File: src/wcb_pkg.sv
// ----------------------------------------------------------------------------
// wcb_pkg: shared definitions for the write combining buffer
// Sizes, configuration register codes and channel word layouts.
// ----------------------------------------------------------------------------
package wcb_pkg;

    // byte store depth and derived widths
    localparam int BUF_DEPTH = 32;
    localparam int PTR_W     = $clog2(BUF_DEPTH);
    localparam int CNT_W     = $clog2(BUF_DEPTH + 1);

    // field widths
    localparam int OFF_W     = 25;
    localparam int SIZE_W    = 26;
    localparam int FLEN_W    = 6;
    localparam int BYTE_W    = 8;
    localparam int CFG_IDX_W = 2;

    // smallest usable flush length
    localparam int MIN_FLUSH = 2;

    // configuration register indexes
    localparam logic [CFG_IDX_W-1:0] CFG_REGION_START = 2'd0;
    localparam logic [CFG_IDX_W-1:0] CFG_REGION_SIZE  = 2'd1;
    localparam logic [CFG_IDX_W-1:0] CFG_FLUSH_LENGTH = 2'd2;

    // configuration reset values
    localparam logic [OFF_W-1:0]  RST_REGION_START = '0;
    localparam logic [SIZE_W-1:0] RST_REGION_SIZE  = 26'h200_0000;
    localparam logic [FLEN_W-1:0] RST_FLUSH_LENGTH = 6'd32;

    typedef struct packed {
        logic [OFF_W-1:0]  byte_offset;
        logic [BYTE_W-1:0] data_byte;
    } t_in_word;

    typedef struct packed {
        logic [OFF_W-1:0]  burst_address;
        logic [BYTE_W-1:0] write_byte;
        logic              burst_last;
    } t_out_word;

    typedef struct packed {
        logic [CFG_IDX_W-1:0] index;
        logic [SIZE_W-1:0]    wdata;
    } t_cfg_word;

endpackage

File: src/wcb_if.sv
// ----------------------------------------------------------------------------
// wcb_if: valid/ready channels of the write combining buffer
// Input byte channel, output burst byte channel and configuration channel.
// ----------------------------------------------------------------------------
interface wcb_in_if import wcb_pkg::*; ();
    logic     valid;
    logic     ready;
    t_in_word word;

    modport source (output valid, output word, input ready);
    modport sink   (input valid, input word, output ready);
endinterface

interface wcb_out_if import wcb_pkg::*; ();
    logic      valid;
    logic      ready;
    t_out_word word;

    modport source (output valid, output word, input ready);
    modport sink   (input valid, input word, output ready);
endinterface

interface wcb_cfg_if import wcb_pkg::*; ();
    logic      valid;
    logic      ready;
    t_cfg_word word;

    modport source (output valid, output word, input ready);
    modport sink   (input valid, input word, output ready);
endinterface

File: src/write_combining_buffer.sv
// ----------------------------------------------------------------------------
// write_combining_buffer: gathers contiguous bytes into bursts
// Bytes at contiguous offsets collect in a byte store; bursts go out one byte
// per word with their start address and a last flag, wrapping at region end.
// ----------------------------------------------------------------------------
// An input word is taken in ST_IDLE and checked against the flush length in
// ST_CHECK in the cycle after. The bytes of each burst are read from the
// single-port byte store, one read per cycle, into a two-word output queue,
// so a burst streams at one byte per cycle while the sink keeps up. After a
// burst closed by the flush length the next input word is taken as soon as
// the last read is issued; a burst flushed by a break in contiguity is
// followed by the check cycle of the word that broke the run. The byte store
// is a circular buffer; the bytes kept after a wrap are not moved. There is
// no clearing pass after reset, and configuration words are taken at any
// time.
module write_combining_buffer import wcb_pkg::*; (
    input  logic      i_clk,
    input  logic      i_rst_n,
    wcb_in_if.sink    i_in,
    wcb_cfg_if.sink   i_cfg,
    wcb_out_if.source o_out
);

    localparam logic [1:0] ST_IDLE   = 2'd0;
    localparam logic [1:0] ST_EMIT_A = 2'd1;
    localparam logic [1:0] ST_CHECK  = 2'd2;
    localparam logic [1:0] ST_EMIT_B = 2'd3;

    // circular pointer add, n at most the depth
    function automatic logic [PTR_W-1:0] ptr_add(input logic [PTR_W-1:0] p,
                                                 input logic [CNT_W-1:0] n);
        logic [CNT_W:0] s;
        s = (CNT_W+1)'(p) + (CNT_W+1)'(n);
        if (s >= (CNT_W+1)'(BUF_DEPTH)) s = s - (CNT_W+1)'(BUF_DEPTH);
        return s[PTR_W-1:0];
    endfunction

    // configuration registers
    logic [OFF_W-1:0]  r_region_start;
    logic [SIZE_W-1:0] r_region_size;
    logic [FLEN_W-1:0] r_flush_len;

    // buffer state
    logic [1:0]       r_state, n_state;
    logic [CNT_W-1:0] r_pend, n_pend;
    logic [PTR_W-1:0] r_head, n_head;
    logic [OFF_W-1:0] r_bo, n_bo;
    logic [OFF_W-1:0] r_exp, n_exp;

    // burst being read out
    logic [PTR_W-1:0] r_em_ptr, n_em_ptr;
    logic [CNT_W-1:0] r_em_left, n_em_left;
    logic [OFF_W-1:0] r_em_addr, n_em_addr;

    // byte store and its read stage
    logic [BYTE_W-1:0] r_mem [BUF_DEPTH];
    logic [BYTE_W-1:0] r_rd_data;
    logic [OFF_W-1:0]  r_rd_addr;
    logic              r_rd_last;
    logic              r_rd_vld;

    // output queue
    t_out_word r_q [2];
    logic      r_q_wp;
    logic      r_q_rp;
    logic [1:0] r_q_cnt;

    logic             in_acc;
    logic             pop;
    logic             issue;
    logic [1:0]       occ;
    logic [CNT_W-1:0] flen;
    logic             flush1;
    logic [CNT_W-1:0] p0;
    logic [PTR_W-1:0] wr_ptr;
    logic [SIZE_W-1:0] burst_end;
    logic [SIZE_W-1:0] tail_len;

    assign i_in.ready  = (r_state == ST_IDLE);
    assign i_cfg.ready = 1'b1;
    assign in_acc      = i_in.valid && i_in.ready;

    assign o_out.valid = (r_q_cnt != 2'd0);
    assign o_out.word  = r_q[r_q_rp];
    assign pop         = o_out.valid && o_out.ready;

    // read issue while the queue and the read stage have room
    assign occ   = r_q_cnt + {1'b0, r_rd_vld};
    assign issue = ((r_state == ST_EMIT_A) || (r_state == ST_EMIT_B)) &&
                   (r_em_left != '0) && ((occ < 2'd2) || pop);

    // effective flush length
    always_comb begin
        priority if (r_flush_len < FLEN_W'(MIN_FLUSH)) begin
            flen = CNT_W'(MIN_FLUSH);
        end else if (32'(r_flush_len) > 32'(BUF_DEPTH)) begin
            flen = CNT_W'(BUF_DEPTH);
        end else begin
            flen = CNT_W'(r_flush_len);
        end
    end

    assign flush1    = (i_in.word.byte_offset != r_exp) && (r_pend != '0);
    assign p0        = flush1 ? '0 : r_pend;
    assign wr_ptr    = ptr_add(r_head, r_pend);
    assign burst_end = {1'b0, r_bo} + SIZE_W'(r_pend);
    assign tail_len  = r_region_size - {1'b0, r_bo};

    // sequencer
    always_comb begin
        n_state   = r_state;
        n_pend    = r_pend;
        n_head    = r_head;
        n_bo      = r_bo;
        n_exp     = r_exp;
        n_em_ptr  = r_em_ptr;
        n_em_left = r_em_left;
        n_em_addr = r_em_addr;
        unique case (r_state)
            ST_IDLE: begin
                if (in_acc) begin
                    if (flush1) begin
                        n_em_ptr  = r_head;
                        n_em_left = r_pend;
                        n_em_addr = r_region_start + r_bo;
                        n_head    = wr_ptr;
                        n_state   = ST_EMIT_A;
                    end else begin
                        n_state   = ST_CHECK;
                    end
                    n_pend = p0 + CNT_W'(1);
                    if (p0 == '0) begin
                        n_bo  = i_in.word.byte_offset;
                        n_exp = i_in.word.byte_offset + OFF_W'(1);
                    end else begin
                        n_exp = r_exp + OFF_W'(1);
                    end
                end
            end
            ST_CHECK: begin
                if (r_pend >= flen) begin
                    n_em_ptr  = r_head;
                    n_em_addr = r_region_start + r_bo;
                    n_state   = ST_EMIT_B;
                    if (({1'b0, r_bo} >= r_region_size) || (burst_end <= r_region_size)) begin
                        n_em_left = r_pend;
                        n_head    = ptr_add(r_head, r_pend);
                        n_pend    = '0;
                    end else begin
                        n_em_left = tail_len[CNT_W-1:0];
                        n_head    = ptr_add(r_head, tail_len[CNT_W-1:0]);
                        n_pend    = r_pend - tail_len[CNT_W-1:0];
                        n_bo      = '0;
                        n_exp     = OFF_W'(r_pend - tail_len[CNT_W-1:0]);
                    end
                end else begin
                    n_state = ST_IDLE;
                end
            end
            ST_EMIT_A, ST_EMIT_B: begin
                if (issue) begin
                    n_em_ptr  = ptr_add(r_em_ptr, CNT_W'(1));
                    n_em_left = r_em_left - CNT_W'(1);
                    if (r_em_left == CNT_W'(1)) begin
                        n_state = (r_state == ST_EMIT_A) ? ST_CHECK : ST_IDLE;
                    end
                end
            end
            default: n_state = ST_IDLE;
        endcase
    end

    // control registers
    always_ff @(posedge i_clk) begin
        if (!i_rst_n) begin
            r_state   <= ST_IDLE;
            r_pend    <= '0;
            r_head    <= '0;
            r_bo      <= '0;
            r_exp     <= '0;
            r_em_left <= '0;
            r_rd_vld  <= 1'b0;
        end else begin
            r_state   <= n_state;
            r_pend    <= n_pend;
            r_head    <= n_head;
            r_bo      <= n_bo;
            r_exp     <= n_exp;
            r_em_left <= n_em_left;
            r_rd_vld  <= issue;
        end
    end

    always_ff @(posedge i_clk) begin
        r_em_ptr  <= n_em_ptr;
        r_em_addr <= n_em_addr;
    end

    // configuration words
    always_ff @(posedge i_clk) begin
        if (!i_rst_n) begin
            r_region_start <= RST_REGION_START;
            r_region_size  <= RST_REGION_SIZE;
            r_flush_len    <= RST_FLUSH_LENGTH;
        end else if (i_cfg.valid && i_cfg.ready) begin
            unique case (i_cfg.word.index)
                CFG_REGION_START: r_region_start <= i_cfg.word.wdata[OFF_W-1:0];
                CFG_REGION_SIZE:  r_region_size  <= i_cfg.word.wdata;
                CFG_FLUSH_LENGTH: r_flush_len    <= i_cfg.word.wdata[FLEN_W-1:0];
                default: ;
            endcase
        end
    end

    // byte store: write on accept, registered read on issue
    always_ff @(posedge i_clk) begin
        if (in_acc) begin
            r_mem[wr_ptr] <= i_in.word.data_byte;
        end
        if (issue) begin
            r_rd_data <= r_mem[r_em_ptr];
            r_rd_addr <= r_em_addr;
            r_rd_last <= (r_em_left == CNT_W'(1));
        end
    end

    // output queue
    always_ff @(posedge i_clk) begin
        if (!i_rst_n) begin
            r_q_wp  <= 1'b0;
            r_q_rp  <= 1'b0;
            r_q_cnt <= 2'd0;
        end else begin
            if (r_rd_vld) r_q_wp <= ~r_q_wp;
            if (pop)      r_q_rp <= ~r_q_rp;
            r_q_cnt <= r_q_cnt + {1'b0, r_rd_vld} - {1'b0, pop};
        end
    end

    always_ff @(posedge i_clk) begin
        if (r_rd_vld) begin
            r_q[r_q_wp] <= '{burst_address: r_rd_addr, write_byte: r_rd_data,
                             burst_last: r_rd_last};
        end
    end

endmodule

File: src/flat_wrapper.sv
// flat-port wrapper written by rule: the top's interface ports become plain ports
module write_combining_buffer_flat import wcb_pkg::*;
  (i_clk, i_rst_n, i_in_valid, i_in_word, i_in_ready, i_cfg_valid, i_cfg_word, i_cfg_ready, o_out_valid, o_out_word, o_out_ready);
  wcb_in_if i_in_i ();
  wcb_cfg_if i_cfg_i ();
  wcb_out_if o_out_i ();
  input  logic i_clk;
  input  logic i_rst_n;
  input wire logic [$bits(i_in_i.valid)-1:0] i_in_valid;
  input wire logic [$bits(i_in_i.word)-1:0] i_in_word;
  output wire logic [$bits(i_in_i.ready)-1:0] i_in_ready;
  input wire logic [$bits(i_cfg_i.valid)-1:0] i_cfg_valid;
  input wire logic [$bits(i_cfg_i.word)-1:0] i_cfg_word;
  output wire logic [$bits(i_cfg_i.ready)-1:0] i_cfg_ready;
  output wire logic [$bits(o_out_i.valid)-1:0] o_out_valid;
  output wire logic [$bits(o_out_i.word)-1:0] o_out_word;
  input wire logic [$bits(o_out_i.ready)-1:0] o_out_ready;
  assign i_in_i.valid = i_in_valid;
  assign i_in_i.word = i_in_word;
  assign i_in_ready = i_in_i.ready;
  assign i_cfg_i.valid = i_cfg_valid;
  assign i_cfg_i.word = i_cfg_word;
  assign i_cfg_ready = i_cfg_i.ready;
  assign o_out_valid = o_out_i.valid;
  assign o_out_word = o_out_i.word;
  assign o_out_i.ready = o_out_ready;
  write_combining_buffer u_core (.i_clk(i_clk), .i_rst_n(i_rst_n), .i_in(i_in_i), .i_cfg(i_cfg_i), .o_out(o_out_i));
endmodule
File: config.mk
export PLATFORM = sky130hd
export DESIGN_NAME = write_combining_buffer_flat
export DESIGN_NICKNAME = d
export VERILOG_FILES = /design/src/wcb_pkg.sv /design/src/wcb_if.sv /design/src/write_combining_buffer.sv /design/src/flat_wrapper.sv
export SDC_FILE = /design/constraint.sdc
export NUM_CORES = 1
export LEC_CHECK = 0
export BUFFER_PORTS_ARGS = -buffer_cell sky130_fd_sc_hd__buf_4
export CELL_PAD_IN_SITES_DETAIL_PLACEMENT = 0
export CELL_PAD_IN_SITES_GLOBAL_PLACEMENT = 1
export CORE_UTILIZATION = 51
export CTS_CLUSTER_DIAMETER = 120
export DETAILED_ROUTE_END_ITERATION = 16
export PLACE_DENSITY_LB_ADDON = 0.2
export SYNTH_ARGS = -nofsm -noshare
export SYNTH_HDL_FRONTEND = slang
export SYNTH_SLANG_ARGS = --single-unit
File: constraint.sdc
create_clock -name i_clk -period 5.3 [get_ports i_clk]
set_input_delay 0.53 -clock i_clk [delete_from_list [all_inputs] [get_ports i_clk]]
set_output_delay 0.53 -clock i_clk [all_outputs]
set_load 0.005 [all_outputs]
### After elaboration in Yosys (flattened, before gate mapping)

Memory sizes are Yosys's and may differ from the RTL's. A register that Yosys moved wholly into a read port is not among the register bits.
Index checks and enable logic that the tools add are counted.

* bits in registers: 187
* memory bits (writable): 324
* input bits: 66
* output and inout bits: 37
* word-level logic and storage cells: 139
* memories kept: 2

Memory list
* u_core.r_mem: words 32, width 8, read ports 1, clocked after Yosys merged registers in 1, wr ports 1, line write_combining_buffer.sv:56 `logic [BYTE_W-1:0] r_mem [BUF_DEPTH];`
* u_core.r_q: words 2, width 34, read ports 1, clocked after Yosys merged registers in 1, wr ports 1, line write_combining_buffer.sv:63 `t_out_word r_q [2];`

* $add $sub $neg: 17
* magnitude comparators: 9
* equality and inequality tests: 14
* mux-type cells: 53
* bitwise operators: 2
* reductions and logical operators: 25

Operators with widths (count)
* two-way mux 25 bit: 11
* one-hot mux 25 bit (2 select lines): 3
* two-way mux 6 bit: 11
* two-way mux 5 bit: 11
* adder 25 x 1 -> 25 bit, second input constant: 2
* adder 25 x 6 -> 26 bit: 1
* >= comparator 25 x 26 -> 1 bit: 1
* <= comparator 26 bit: 1
* adder 25 bit: 1
* != test 25 bit: 1
* one-hot mux 6 bit (3 select lines): 1
* one-hot mux 5 bit (3 select lines): 1
* subtractor 5 x 1 -> 5 bit, second input constant: 3
* adder 5 x 6 -> 7 bit: 2
* >= comparator 7 x 6 -> 1 bit, second input constant: 2
* two-way mux 2 bit: 6
* one-hot mux 6 bit (2 select lines): 1
* AND reduction 4 bit: 3
* nonzero test 6 bit: 2
* subtractor 6 bit: 2
* one-hot mux 5 bit (2 select lines): 1
* != test 2 bit, second input constant: 4
* subtractor 6 x 6 -> 7 bit: 1
* adder 5 x 1 -> 6 bit, second input constant: 1
* other kinds (25): 47

### Longest topological paths before layout

* word-level depth: 7
* depth in mapped cells: 24
* depth with buffers taken out: 22

### Worst setup path before layout

OpenSTA, ideal clock, no wires.

* kind: flip-flop to flip-flop
* from: reg u_core.r_pend[1]
* to: reg u_core.r_bo[12]
* library setup time: 0.065 ns
* arrival: 4.675 ns
* data required time: 5.235 ns
* path slack: 0.560 ns
* stages on the path, launching flop included: 23
* path buffers: 1
* period minus slack after synthesis: 4.740 ns
* cell sequence: dfxtp_1 -> inv_1 -> fa_1 -> nor2b_1 -> o21ai_0 -> a21boi_0 -> o21ai_0 -> nand2b_1 -> nand3_1 -> nor3_1 -> nand3_1 -> xnor2_1 -> ha_1 -> nand3_1 -> nor4_1 -> a22oi_1 -> o211ai_1 -> a211oi_1 -> nand2_2 -> a221oi_4 -> buf_6 -> mux2_1 -> nor2_1

* word-level cells in the longest chain between the ends: 6
* elaborated cells on any way between the ends: 12
* those cells by class: add/sub: 1; order compare: 2; eq/ne: 3; mux: 1; reduce/logical: 5

Ends and longest elaborated chain
* start: declaration: line write_combining_buffer.sv:45 `logic [CNT_W-1:0] r_pend, n_pend;`
* start signal: assignment: line write_combining_buffer.sv:185 `r_pend <= n_pend;`
* branches (longest 5 deep; another with adder 25 x 6 -> 26 bit)
* AND reduction 5 bit (no line) *
* end signal: assignment: line write_combining_buffer.sv:187 `r_bo <= n_bo;`
* end: declaration: line write_combining_buffer.sv:47 `logic [OFF_W-1:0] r_bo, n_bo;`

Every way passes the cells marked *.
A chain may end at the register's enable or synchronous reset.

### Final worst setup path

* from: reg u_core.r_bo[0]
* to: reg u_core.r_bo[1]

* word-level cells in the longest chain between the ends: 5
* elaborated cells on any way between the ends: 6
* those cells by class: add/sub: 1; order compare: 2; eq/ne: 1; reduce/logical: 2

Ends and longest elaborated chain
* adder 25 x 6 -> 26 bit: line write_combining_buffer.sv:106 `assign burst_end = {1'b0, r_bo} + SIZE_W'(r_pend);`
* <= comparator 26 bit: line write_combining_buffer.sv:145 `if (({1'b0, r_bo} >= r_region_size) || (burst_end <= r_region_size)) begin`
* logical OR 1 bit *: line write_combining_buffer.sv:145
* != test 2 bit (no line) *
* AND reduction 5 bit (no line) *

Every way passes the cells marked *; elsewhere a longest branch is shown, timed or not.

==> run metrics <==
peak supply drop 0.000265 V; number of flops mapped to enable cells by yosys 388; Area after DPL 0.0265 mm2; WL final 58500 um; Worst Path Required 5.83 ns; min-delay src i_cfg_word[25]; routed vias/inst 5.78; worst skew pair latency 0.60 ns; worst r2r dst u_core.r_bo[1]; CTS tree built; gp weighted congestion 0.887; TritonRoute pass-1 iters 6; top-area cell type share of the netlist area 46.6%; minimum hold slack 0.163 ns; endpoints failing hold 0; Leakage 0.0103 uW; initial drt markers 1245; Synth cell types 79; # DRC 0; Power Dens Cells 510 mW/mm2; met3 track demand over resource 4.12%; # nets final 2266; total CTS buffers 52; yosys warns 0; crit end category flip-flop; Synth top cells by count 388 x edfxtp_1, 199 x nand2_1, 160 x nor2_1, 144 x a21oi_1, 132 x dfxtp_1; Post-synth ARST share 0%; Max Freq 203 MHz; #FFs+latches synth 520; die area 0.0499 mm2; dpl ws -0.268 ns; R2R depth 22; worst hold endpoint u_core.r_region_size[25]; Relative slew margins 28.4%; post-synth design cell area 0.0250 mm2; Antenna Nets Post-Route 0; Rows 80; global route overflow 0; register area share after synthesis 57.2%; Worst Skew 0.0207 ns; HPWL after detailed placement 41000 um; WS Path Type flip-flop to flip-flop; Layout area overhead 13.4%; synthesized instance count 1977; pin count of the biggest net entering global routing 73; Finished Cell Area 0.0283 mm2; antenna violations before repair 2; period utilisation layout 92.8%; fin crit period 4.92 ns; CP max FO 25; share of layout cells above drive strength 1 18.0%; Primary FF master, synth edfxtp_1; Die X 223 um; Max-cap violations 0; FF-to-FF Start u_core.r_bo[0]; Die Y-Extent 223 um; Mapped Nets 2164; routing usage on met1 35.5%; Hold Path Cell Cnt 3; largest buffer count on any clock path 3; H-tree Lvls 2; Sinks on Clock Net 520; setup ws final 0.384 ns; Avg WL per Cell 21.4 um; Initial Utilization 52.0%; IO Count 103; total negative slack 0 ns; I/O Buffers 101; status finished clean; first-pass GRT wire length 91100 um; R2R Setup Slk 0.38 ns; Hold Crit Class primary input to flip-flop; met2 GRT Util 35.6%; CP arrival 5.45 ns; synth top area cells edfxtp_1 47%, dfxtp_1 11%, mux4_2 7.2%, ha_1 5.8%, nand2_1 3.0%; setup violators final 0; Root Buffer clkbuf_16; most numerous cell in the Yosys netlist edfxtp_1; Synth area leader edfxtp_1; RSZ-0062 raised after global routing false; core area 0.0480 mm2; clock transition at the registers of the reported paths 0.06 ns; most used routing layer met2; number of global-route vias before repair 15600; Synth Area per Inst 12.6 um2; fin. max-slew vios 0; Tot GR Track Use 23.8%; Worst setup SP type flip-flop; Slew @ Worst Pin 1.07 ns; via count 15800
-- placed cells by master, fill, tap and decap left out, types with 4 or more instances in the layout --
| cell | count |
|---|---|
| clkbuf_1 | 16 |
| edfxtp_1 | 388 |
| a211oi_1 | 18 |
| a22oi_1 | 5 |
| fa_1 | 6 |
| and4_1 | 5 |
| a221oi_1 | 4 |
| bufinv_16 | 7 |
| and2_1 | 27 |
| o21a_1 | 9 |
| nor2_1 | 160 |
| nand3_1 | 41 |
| clkbuf_8 | 10 |
| a21oi_1 | 142 |
| inv_1 | 76 |
| a21o_1 | 23 |
| o311ai_0 | 5 |
| a311oi_1 | 5 |
| o31ai_1 | 4 |
| nand2_1 | 199 |
| or3_1 | 7 |
| nand2b_1 | 10 |
| xor2_1 | 61 |
| and3_1 | 15 |
| nor3_1 | 22 |
| nor4_1 | 6 |
| buf_4 | 132 |
| clkinv_2 | 6 |
| dfxtp_1 | 132 |
| ha_1 | 115 |
| mux4_2 | 80 |
| o211ai_1 | 12 |
| o21ai_0 | 44 |
| nand4_1 | 21 |
| xnor2_1 | 65 |
| mux2_2 | 52 |
| mux2i_1 | 37 |
| nor2b_1 | 15 |
| clkbuf_16 | 53 |
-- per-stage QoR --
stage	util (%)	instances	power, uW
after floorplan	-	1977	9010
after global routing	59.0	2737	15200
after global placement	55.1	2639	10500
after CTS	58.9	2735	14500
after detailed placement	55.1	2639	10600
final	59.0	2737	14400
-- power breakdown --
part | internal (uW) | switching, uW
Clock | 2330 | 1520
Sequential | 5170 | 533
Combinational | 2180 | 2730
Total | 9670 | 4780
-- layer usage --
layer	share of wire (%)	routed length, um
met1	46	27200
met2	44	26000
met3	6.6	3860
met4	2.6	1500
met5	0	0
-- final cells by class --
class / count / area [um2]
repair buffers: 135 / 1050
well taps: 615 / 769
clock inverters: 17 / 283
diodes: 1 / 2.50
inverters: 77 / 290
clock buffers: 79 / 1520
multi-input cells: 1293 / 10100
fillers: 3901 / 19700
flip-flops and latches: 520 / 14300
-- registers in the layout, summed over array words and instances, names as in the netlist, named ones only --
signal	count
u_core.r_em_left	6
u_core.r_q_rp	1
u_core.r_region_start	25
u_core.r_pend	6
u_core.r_rd_data	8
u_core.r_em_ptr	5
u_core.r_rd_last	1
u_core.r_flush_len	6
u_core.r_exp	25
u_core.r_mem	256
u_core.r_q_wp	1
u_core.r_em_addr	25
u_core.r_q_cnt	2
u_core.r_head	5
u_core.r_region_size	26
u_core.r_rd_addr	25
u_core.r_q	68
u_core.r_state	2
u_core.r_rd_vld	1
u_core.r_bo	25
-- how the worst max path moves through the flow --
stage,start,to,depth (start not counted)
after floorplan,u_core.r_pend[1],u_core.r_bo[12],22
after global placement,u_core.r_bo[0],u_core.r_bo[2],22
after detailed placement,u_core.r_bo[0],u_core.r_bo[1],23
after CTS,u_core.r_bo[0],u_core.r_bo[1],22
after global routing,u_core.r_bo[0],u_core.r_bo[2],22
final,u_core.r_bo[0],u_core.r_bo[1],22
-- critical path: stages, from the launching register on --
cell,delay (ns)
dfxtp_1,0.39
ha_1,0.20
inv_1,0.06
fa_1,0.40
nor2b_1,0.13
o21ai_0,0.11
a21boi_1,0.22
o21ai_0,0.10
nand2b_1,0.17
nand3_2,0.20
nor3_4,0.31
nand3_1,0.14
xnor2_1,0.16
ha_1,0.32
nand3_1,0.14
nor4_4,0.32
o311ai_0,0.23
nand3_2,0.18
nand2_4,0.12
a221oi_4,0.28
buf_12,0.24
mux2_2,0.35
nor2_1,0.08
-- logic make-up (layout without fill, tap and decap cells) --
family,count (synthesis),after routing,synth area share (%)
flip-flops,520,520,57.2
AO/OA/AOI/OAI,314,314,7.89
AND/OR/NAND/NOR,558,558,10.3
buffers and inverters,164,308,2.71
other,1,2,0.0150
adder cells (fa/ha/maj),121,121,6.24
multiplexers,173,173,11.2
XOR/XNOR,126,126,4.42
-- repair_timing --
item                       4_1_cts  5_1_grt
pin swaps                        0        2
setup endpoints to repair       59       58
hold buffers                     0        0
resized for setup                3        9
buffers inserted                 0        1
Power figures use the tool's default switching activity.
